===== config.mk =====
export PLATFORM = sky130hd
export DESIGN_NAME = scfm_isqrt
export DESIGN_NICKNAME = d
export VERILOG_FILES = /design/src/scfm_pkg.sv /design/src/scfm_isqrt.sv
export SDC_FILE = /design/constraint.sdc
export NUM_CORES = 1
export LEC_CHECK = 0
export BUFFER_PORTS_ARGS = -buffer_cell sky130_fd_sc_hd__buf_2
export CORE_AREA = 2 2 114 144
export DETAILED_ROUTE_END_ITERATION = 7
export DIE_AREA = 0 0 116 146
export PLACE_DENSITY_LB_ADDON = 0.1
export SLEW_MARGIN = 10
export SYNTH_ARGS = -nofsm -noshare
export SYNTH_HDL_FRONTEND = slang
export SYNTH_SLANG_ARGS = --single-unit
export TNS_END_PERCENT = 10

===== constraint.sdc =====
create_clock -name i_clk -period 6.33 [get_ports i_clk]
set_input_delay 0.9495 -clock i_clk [delete_from_list [all_inputs] [get_ports i_clk]]
set_output_delay 0.9495 -clock i_clk [all_outputs]
set_load 0.01 [all_outputs]

===== src/scfm_pkg.sv =====
// Shared widths and command codes of the complex FIR magnitude unit.
package scfm_pkg;
    localparam int TAP_W   = 16;
    localparam int IDX_W   = 6;
    localparam int CFG_W   = 7;
    localparam int IN_W    = 16;
    localparam int SUM_W   = 38;
    localparam int MAG_W   = 38;
    localparam int HALF_W  = 19;
    localparam int SQ_W    = 76;

    localparam logic CMD_LOAD   = 1'b0;
    localparam logic CMD_SAMPLE = 1'b1;
endpackage


===== src/scfm_isqrt.sv =====
// Digit-by-digit integer square root, two radicand bits per cycle.
module scfm_isqrt (
    input  logic                        i_clk,
    input  logic                        i_rst_n,
    input  logic                        i_start,
    input  logic [scfm_pkg::SQ_W-1:0]   i_radicand,
    output logic                        o_done,
    output logic [scfm_pkg::MAG_W-1:0]  o_root
);
    import scfm_pkg::*;

    localparam int REM_W = MAG_W + 3;
    localparam int CNT_W = $clog2(MAG_W + 1);

    logic [REM_W-1:0] r_rem;
    logic [MAG_W-1:0] r_root;
    logic [SQ_W-1:0]  r_rad;
    logic [CNT_W-1:0] r_cnt;
    logic             r_busy;
    logic             r_done;

    logic [REM_W-1:0] rem_sh;
    logic [REM_W-1:0] trial;

    assign rem_sh = {r_rem[REM_W-3:0], r_rad[SQ_W-1:SQ_W-2]};
    assign trial  = {1'b0, r_root, 2'b01};

    always_ff @(posedge i_clk) begin
        if (!i_rst_n) begin
            r_busy <= 1'b0;
            r_done <= 1'b0;
            r_cnt  <= '0;
        end else begin
            r_done <= 1'b0;
            if (i_start) begin
                r_busy <= 1'b1;
                r_rem  <= '0;
                r_root <= '0;
                r_rad  <= i_radicand;
                r_cnt  <= '0;
            end else if (r_busy) begin
                r_rad <= {r_rad[SQ_W-3:0], 2'b00};
                if (rem_sh >= trial) begin
                    r_rem  <= rem_sh - trial;
                    r_root <= {r_root[MAG_W-2:0], 1'b1};
                end else begin
                    r_rem  <= rem_sh;
                    r_root <= {r_root[MAG_W-2:0], 1'b0};
                end
                r_cnt <= r_cnt + CNT_W'(1);
                if (r_cnt == CNT_W'(MAG_W - 1)) begin
                    r_busy <= 1'b0;
                    r_done <= 1'b1;
                end
            end
        end
    end

    assign o_done = r_done;
    assign o_root = r_root;
endmodule


# Word-level counts from Yosys, hierarchy flattened

Cells that the tools add are included.

Output and inout bits: 39
Memories: 0
Register bits: 161
Latch bits: 0
Bits in read-only memories: 0
Bits in writable memories: 0
Word-level logic and storage cells: 26
Bits of input ports: 79

Multipliers: 0
Equal/unequal tests: 1
Reduce and logical (&&, ||, !) cells: 4
Add/subtract/negate cells: 2
Bitwise gates (word level): 2
Multiplexer cells: 10
Shift-type cells: 0
Magnitude comparators: 1
Divide/modulo/power cells: 0

Operators with widths:

| kind                  | number |
|---|---|
| $mux W76              | 2 |
| $mux W39              | 2 |
| $ge A41 B40 Y1        | 1 |
| $sub A39 B39 Y39      | 1 |
| $mux W38              | 1 |
| $add A6 B1 Y6 const B | 1 |
| $eq A6 B6 Y1 const B  | 1 |
| $mux W1               | 5 |
| $reduce_or A3 Y1      | 1 |
| $not A1 Y1            | 2 |
| $reduce_and A2 Y1     | 1 |
| $reduce_bool A2 Y1    | 1 |
| $reduce_or A2 Y1      | 1 |

# Logic depth before layout (Yosys ltp)

Gate-level depths: netlist of run 1.

Depth after elaboration: 4
Mapped depth: 13

# Worst setup path before layout of run 1

Ideal clock, no wire load.

Kind: input to register
From: input i_start
To: register r_root[0], in the netlist o_root[0], enable pin
Path buffers: 1
Setup time: 0.527 ns
Stages on the path: 2
Slack: 1.073 ns
Data arrival time: 4.730 ns
Data required time: 5.803 ns
Cells stage by stage: clkbuf_1 -> o21a_1

Longest elaborated chain between the ends: 2

RTL lines:

| element                             | line             | text |
|---|---|---|
| start, declared                     | scfm_isqrt.sv:5  | `input logic i_start,` |
| $reduce_bool A2 Y1 (no source line) | --               |  |
| $reduce_and A2 Y1 (no source line)  | --               |  |
| end signal, assigned                | scfm_isqrt.sv:45 | `r_root <= {r_root[MAG_W-2:0], 1'b1};` |
| end signal, assigned                | scfm_isqrt.sv:48 | `r_root <= {r_root[MAG_W-2:0], 1'b0};` |
| end, declared                       | scfm_isqrt.sv:16 | `logic [MAG_W-1:0] r_root;` |

Every way passes these cells.
A chain may end at the register's enable or synchronous reset.

# Worst setup path in the final report of run 1

From: register r_rem[1]
To: register r_rem[38], data pin

Longest elaborated chain between the ends: 3
Elaborated cells between the ends (all ways): 4

RTL lines:

| element                                            | line                               | text |
|---|---|---|
| start, declared                                    | scfm_isqrt.sv:15                   | `logic [REM_W-1:0] r_rem;` |
| start signal, assigned                             | scfm_isqrt.sv:44                   | `r_rem <= rem_sh - trial;` |
| start signal, assigned                             | scfm_isqrt.sv:47                   | `r_rem <= rem_sh;` |
| $sub A39 B39 Y39 or $ge A41 B40 Y1 (tied branches) | scfm_isqrt.sv:44, scfm_isqrt.sv:43 |  |
| $mux W39 *                                         | scfm_isqrt.sv:43                   | `if (rem_sh >= trial) begin` |
| $mux W39 *                                         | scfm_isqrt.sv:41                   | `end else if (r_busy) begin` |

Mark *: on every way between the ends. The rest lies on a longest branch, timed or not. The select of a mux whose other input is x is not followed.

==> results.cfg, run 1 <==
[run_status]
status = finished, final reports clean

[global_routing]
grtUsageMet1_pct = 27.2
grt_overflow_total = 0
grt_use_met3_pct = 5.91
grt_pass1_wl_mm = 30.6
grt_pass1_vias = 6468
met2_usage_pct = 39.8
top_usage_layer = met2
antenna_found_initial = 0
grt_start_max_net_pins = 90
track_usage_pct = 22.9

[sta]
hold_viol_final = 0
fin_crit_ns = 3.85
tns_ns = 0
rsz0062_at_grt = no
tightest_slew_ns = 1.12
hold_ws_ns = 0.531
fin_crit_sh_pct = 60.8
finalClockSkew_ns = 0.00793
finalSetupViolCount = 0
slew_headroom_pct = 25.3
clock.fmax_mhz = 260
slew_viol_final = 0

[die]
dieArea_um2 = 16900
die_h_um = 146
die_w_um = 116
core_area_um2 = 15400
pin_count = 118
initial_core_util_pct = 58.6
rows = 51

[cts]
cts_tree = built
cts-htree-levels = 4
ctsHoldBuffers = 0
cts.repair.resized = 0
clk_latency_ns = 0.43
path_clk_slew_ns = 0.06
clock-root-buffer = clkbuf_16
clockBufferDepth = 2
cts_setup_buffers = 0
cts_sinks = 161
cts_buffers = 17

[logic_synthesis]
synth_cell_types = 74
yosysTopAreaCellShare_pct = 50.7
synth.area.top_cells = edfxtp_1 (51%), mux2_2 (9.2%), ha_1 (5.8%)
avgSynthCellArea_um2 = 11.7
synth_ff_type = edfxtp_1
synth_cells = 774
async_flop_share_pct = 0
ys_ff_latch = 161
synth_seq_area_share_pct = 52.5
synth_largest_area_cell = edfxtp_1
yosysWarnings = 0
synth.net_count = 895
syn_area_um2 = 9050
synth_edf_count = 153

[drt]
wirelength_mm = 18.4
drt_first_pass_iters = 6
route.vias.total = 6251
wl_per_cell_um = 16.7
drc_errors = 0
drt_iter0_drc = 412
viasPerCell = 5.66
postRouteAntennaNets = 0

[place]
port_buffers = 117
routabilityCongestion = 0.893
place_area_um2 = 9790
hpwl_mm = 13.2
dpl.cell_count = 1073

[finish]
fill_cells = 1230
n_antenna_cell = 0
ff_latch_area_um2 = 4750
final_cells = 1105
mostFrequentLayoutCells = edfxtp_1 (153), buf_2 (116), nor2_1 (107)
layout_commonest_cell = edfxtp_1
fin_nets = 1001
multi_input_area_um2 = 3930
syn2layout_area_growth_pct = 14.1
layout-drive-gt1-share_pct = 28.0
fin_area_um2 = 10300

[worst_hold_path]
hold_path_depth = 2
hold_path.class = reg -> reg
worstHoldStart = r_cnt[1]
min_to = r_cnt[1]

[setup_path]
reg2regPathDepth = 10
critPathMaxFanout = 28
critical_path_required_ns = 6.51
cp-start-kind = register
end_kind = register
cp.arrival_ns = 4.02
reg2reg_from = r_rem[1]
critPathLaunch = r_rem[1]
r2r_slack_ns = 2.48
worstSetupPathType = reg -> reg
timing.rr.end = r_rem[38]

[power]
leakage_nw = 4.22
ir_worst_vdd_uv = 180
powerDensity_nw_per_um2 = 284

[run]
drv_cap = 0
==> cells in the mapped netlist (all sizes together), types with 4 or more instances <==
library cell	n
nor2b	4
nand4	14
xnor2	24
a211oi	17
a21oi	38
o21ai	31
dfxtp	8
o31ai	4
a21o	13
clkbuf	20
mux2i	26
a221oi	5
buf	14
and2	4
nor2	107
edfxtp	153
nand3	9
xor2	13
nand2b	4
o21bai	6
inv	56
nand2	32
o21a	5
nor3	8
ha	42
mux2	75
==> worst max-delay path: stages (launching register included) <==
cell and delay, ns:
edfxtp_1 0.39, ha_1 0.44, o211ai_2 0.16, a211oi_2 0.29, o21ai_1 0.17, a21oi_4 0.21, a31oi_2 0.17, o21ai_4 0.88
buf_4 0.44, nor2_1 0.16, a22o_1 0.28
==> worst max-delay path by stage <==
stage                endpoint  slack, ns  cells past startpoint
finish              r_rem[38]       2.48                     10
global route        r_rem[38]       2.23                     10
CTS                 r_rem[26]       2.50                     10
detailed placement  r_rem[26]       2.51                     11
global placement    r_rem[38]       2.64                     11
floorplan           o_root[0]       1.07                      2
==> where the power goes <==
group,switching (mW),internal (mW)
Sequential,0.0348,1.27
Clock,0.434,0.518
Combinational,0.386,0.285
Total,0.854,2.08
==> cell type report <==
class / instances / area share, %
multi-input combinational: 523 / 38.0
timing repair buffer: 121 / 6.11
sequential: 161 / 46.0
inverter: 56 / 2.04
tap: 212 / 2.57
clock inverter: 13 / 0.969
clock buffer: 19 / 4.29
==> flip-flops by register name, indices dropped and copies added, names as in the netlist <==
name,flops
r_cnt,6
o_root,38
r_rem,39
r_rad,76
o_done,1
r_busy,1
==> stage by stage <==
stage               setup WS (ns)  power, mW  util, %
finish                       2.48       2.93     66.9
floorplan                    1.07       1.84        -
global route                 2.23       3.07     66.9
global placement             2.64       1.98     63.4
detailed placement           2.51       2.00     63.4
CTS                          2.50       2.95     66.9
==> logic make-up (layout without fill, tap and decap cells) <==
logic type	count (synthesis)	in the layout	share of synthesized area [%]
AND/OR/NAND/NOR	193	193	9.62
multiplexers	101	101	12.2
buffers and inverters	90	209	4.30
XOR/XNOR	37	37	3.58
adder cells (fa/ha/maj)	42	42	5.80
AO/OA/AOI/OAI	150	150	11.9
flip-flops	161	161	52.5
==> per-layer routing <==
| metal | vias up | part of all wire [%] |
|---|---|---|
| li1 | 3062 | - |
| met1 | 2974 | 41 |
| met2 | 184 | 52 |
| met3 | 31 | 5.2 |
| met4 | 0 | 1.8 |
| met5 | - | 0 |
No activity file was read; power rests on OpenSTA's default activity.
==> run 2: changes to the inputs <==
clock period = 4.05 ns   (was 6.33 ns; I/O delays follow)
==> run 2 against run 1 <==
Via count fell by 0.94%. Flip-flop and latch count did not move. Total power rose by 64%. Final area rose by 1.0%. Utilization rose by 0.68 points. Register-to-register slack got worse by 1.7 ns. Global-route usage fell by 0.29 points. Maximum frequency rose by 17%. Clock power rose by 80%. Count of clock-buffer cells in the layout did not move. Clock skew rose by 0.0063 ns. Sequential power rose by 56%. Largest power group unchanged.
==> results.cfg, run 2 (synthesized netlist as in run 1, its figures left out) <==
[cts]
ctsHoldBuffers = 0
clock-root-buffer = clkbuf_16
path_clk_slew_ns = 0.07
clk_latency_ns = 0.44
cts_tree = built
clockBufferDepth = 2
cts.repair.resized = 0
cts_buffers = 17
cts_setup_buffers = 0
cts_sinks = 161
cts-htree-levels = 4

[sta]
slew_headroom_pct = 63.4
fin_crit_sh_pct = 81.0
clock.fmax_mhz = 305
slew_viol_final = 0
hold_ws_ns = 0.460
rsz0062_at_grt = no
hold_viol_final = 0
tns_ns = 0
fin_ws_ns = 0.768
fin_crit_ns = 3.28
tightest_slew_ns = 0.547
finalClockSkew_ns = 0.0142
finalSetupViolCount = 0

[finish]
fin_area_um2 = 10400
regMostFlops = r_rad
n_antenna_cell = 0
layout_commonest_cell = edfxtp_1
largest_register_ffs = 76
mostFrequentLayoutCells = edfxtp_1 (153), buf_2 (116), nor2_1 (107)
fin_nets = 1003
layout-drive-gt1-share_pct = 28.3
syn2layout_area_growth_pct = 15.2

[run_status]
status = finished, final reports clean

[place]
port_buffers = 117
place_area_um2 = 9810
hpwl_mm = 13.0
place_ws_ns = 0.800
routabilityCongestion = 0.923

[setup_path]
critPathMaxFanout = 16
worstSetupPathType = reg -> reg
critical_path_required_ns = 4.22
end_kind = register
cp-start-kind = register
cp.arrival_ns = 3.45

[die]
dieArea_um2 = 16900
die_h_um = 146
die_w_um = 116
core_area_um2 = 15400
rows = 51
pin_count = 118
initial_core_util_pct = 58.6

[global_routing]
grt_pass1_wl_mm = 30.1
grt_start_max_net_pins = 113
antenna_found_initial = 0
track_usage_pct = 22.6
grt_overflow_total = 0
grt_pass1_vias = 6461

[worst_hold_path]
hold_path.class = in -> reg

[drt]
postRouteAntennaNets = 0
drt_first_pass_iters = 5
drt_iter0_drc = 342
wl_per_cell_um = 16.6
drc_errors = 0
route.vias.total = 6192
viasPerCell = 5.59
wirelength_mm = 18.4

[power]
ir_worst_vdd_uv = 322
leakage_nw = 4.28
powerDensity_nw_per_um2 = 459

[run]
drv_cap = 0
[run 2: area by class of cell]
class                           count  area (um^2)
Inverter                           56          210
Timing Repair Buffer              123          658
Multi-Input combinational cell    523         3930
Clock buffer                       19          443
Clock inverter                     13          178
Sequential cell                   161         4750
Tap cell                          212          265
Fill cell                        1247         5010
[run 2: metal layers]
| layer | global-route usage, % | up-vias | share of wire, % | wire (um) |
|---|---|---|---|---|
| met5 | 0 | - | 0 | 0 |
| met4 | 9.70 | 0 | 2.4 | 437 |
| met3 | 6.04 | 37 | 5.2 | 959 |
| met2 | 38.5 | 169 | 52 | 9510 |
| met1 | 26.6 | 2926 | 41 | 7500 |
| li1 | - | 3060 | - | - |
[run 2: final timing paths]
path	cells after the start	endpoint	slack (ns)	startpoint
hold / removal	2	r_rad[1]	0.46	i_radicand[1]
hold reg to reg	2	r_cnt[5]	0.50	r_cnt[5]
setup reg to reg	10	r_rem[17]	0.77	r_rem[1]
setup / recovery	10	r_rem[17]	0.77	r_rem[1]
[run 2: report_power, final]
group          leakage (nW)  total [mW]  switching [mW]  internal (mW)
clock                 0.307        1.71           0.704           1.00
sequential             1.54        2.04          0.0551           1.99
combinational          2.43        1.04           0.593          0.449
total                  4.28        4.79            1.35           3.44
[run 2: worst max-delay path, cell delays in order (launching register included)]
cell	delay (ns)
edfxtp_1	0.40
ha_1	0.44
o211ai_2	0.15
a211oi_2	0.28
o21ai_1	0.17
a21oi_4	0.23
a31oi_2	0.17
o21ai_4	0.48
buf_4	0.39
mux2i_1	0.24
nor2_1	0.05
[run 2: per-stage QoR]
step                      cells  power, mW  util, %
after floorplan             774       2.88        -
after global placement     1075       3.09     63.5
after detailed placement   1075       3.11     63.5
after CTS                  1107       4.81     67.6
after global routing       1107       4.99     67.6
final                      1107       4.79     67.6
==> run 3: changes to the inputs <==
clock period = 3.42 ns   (was 4.05 ns; I/O delays follow)
==> run 3 against run 2 <==
Count of clock-buffer cells in the layout shrank 2. Clock skew is 0.0022 ns lower. Largest cell class unchanged. Flip-flop and latch count is the same. Routed wire length rose by 0.34%. Worst hold slack lost 0.092 ns.
==> results.cfg, run 3 (synthesized netlist as in run 1, its figures left out) <==
[setup_path]
cp-start-kind = register
worstSetupPathType = reg -> reg
critPathMaxFanout = 6
slowest_delay_ns = 0.42
path_buf_inv = 3
cp.arrival_ns = 3.39
critical_path_required_ns = 3.60
crit_family = compound AO/OA/AOI/OAI gates
worstPathCellList = ha_1, a211oi_2, a211oi_2, o21ai_1, a21oi_4, a31oi_2, o21ai_4, buf_4, buf_4, nand2_1, inv_2, a32o_1
slowest_stage = edfxtp_1
end_kind = register

[global_routing]
grt_pass1_vias = 6490
antenna_found_initial = 0
grt_start_max_net_pins = 73
track_usage_pct = 22.5
grt_pass1_wl_mm = 30.4
grt_overflow_total = 0

[run_status]
status = finished, final reports clean

[drt]
drt_iter0_drc = 358
drt_first_pass_iters = 5
route.vias.total = 6291
wirelength_mm = 18.5
wl_per_cell_um = 16.5
viasPerCell = 5.63
postRouteAntennaNets = 0
drc_errors = 0

[place]
routabilityCongestion = 0.915
hpwl_mm = 13.2
port_buffers = 117
place_ws_ns = 0.0942

[power]
ir_worst_vdd_uv = 359
leakage_nw = 4.33
powerDensity_nw_per_um2 = 545

[sta]
tns_ns = 0
slew_viol_final = 0
fin_ws_ns = 0.211
finalSetupViolCount = 0
clock.fmax_mhz = 312
fin_crit_sh_pct = 93.8
rsz0062_at_grt = no
finalClockSkew_ns = 0.0120
slew_headroom_pct = 66.6
hold_viol_final = 0
fin_crit_ns = 3.21
tightest_slew_ns = 0.495

[run]
drv_cap = 0

[finish]
syn2layout_area_growth_pct = 16.4
n_antenna_cell = 0
layout_commonest_cell = edfxtp_1
fill_cells = 1226
mostFrequentLayoutCells = edfxtp_1 (153), buf_2 (116), nor2_1 (107)
regMostFlops = r_rad
fin_nets = 1013
largest_register_ffs = 76
ff_latch_area_um2 = 4750
layout-drive-gt1-share_pct = 29.2
multi_input_area_um2 = 3930

[die]
rows = 51
pin_count = 118
die_w_um = 116
core_area_um2 = 15400
dieArea_um2 = 16900
initial_core_util_pct = 58.6
die_h_um = 146

[cts]
cts.repair.resized = 0
clk_latency_ns = 0.43
cts-htree-levels = 4
clockBufferDepth = 2
clock-root-buffer = clkbuf_16
path_clk_slew_ns = 0.07
cts_sinks = 161
cts_buffers = 17
cts_tree = built

[worst_hold_path]
hold_path.class = in -> reg
## run 3: layout make-up
cell class / count / share of cell area [%]
clock buffers: 17 / 4.04
clock inverters: 15 / 2.04
inverters: 56 / 1.99
multi-input cells: 523 / 37.2
flip-flops and latches: 161 / 45.1
well taps: 212 / 2.52
repair buffers: 133 / 7.07
## run 3: repair_timing
| item | 4_1_cts | 5_1_grt |
|---|---|---|
| setup endpoints to repair | 0 | 18 |
| hold buffers | 0 | 0 |
| setup buffers | 0 | 5 |
## run 3: final timing paths
path / startpoint / end / slack (ns) / depth (start not counted)
max reg2reg: r_rem[1] / r_rem[35] / 0.21 / 12
min: i_radicand[1] / r_rad[1] / 0.37 / 2
max: r_rem[1] / r_rem[35] / 0.21 / 12
min reg2reg: r_cnt[1] / r_cnt[1] / 0.52 / 2
## run 3: worst register-to-register path: cells and delay by family (launching register included)
kind / cells / cell delay, ns
fa+ha+maj: 1 / 0.41
buf+inv: 3 / 0.41
flops: 1 / 0.42
compound gates: 7 / 1.62
simple gates: 1 / 0.10
## run 3: per-stage QoR
step                std cells  utilization [%]  cell area, um^2  hold WS, ns  power (mW)
floorplan                 774                -             9050        0.459        3.41
global placement         1080             63.9             9860        0.469        3.67
detailed placement       1080             63.9             9860        0.504        3.70
CTS                      1112             68.0            10500        0.351        5.76
global route             1117             68.3            10500        0.358        5.98
finish                   1117             68.3            10500        0.368        5.74
## run 3: metal layers
| metal | track usage [%] | share of wire, % | vias to the layer above |
|---|---|---|---|
| li1 | - | - | 3078 |
| met1 | 26.6 | 41 | 3025 |
| met2 | 39.2 | 53 | 159 |
| met3 | 5.71 | 4.8 | 29 |
| met4 | 7.86 | 1.8 | 0 |
| met5 | 0 | 0 | - |
## run 3: power breakdown
group | switching, mW | internal [mW]
clock network | 0.867 | 1.19
logic | 0.713 | 0.555
registers | 0.0654 | 2.35
total | 1.65 | 4.10
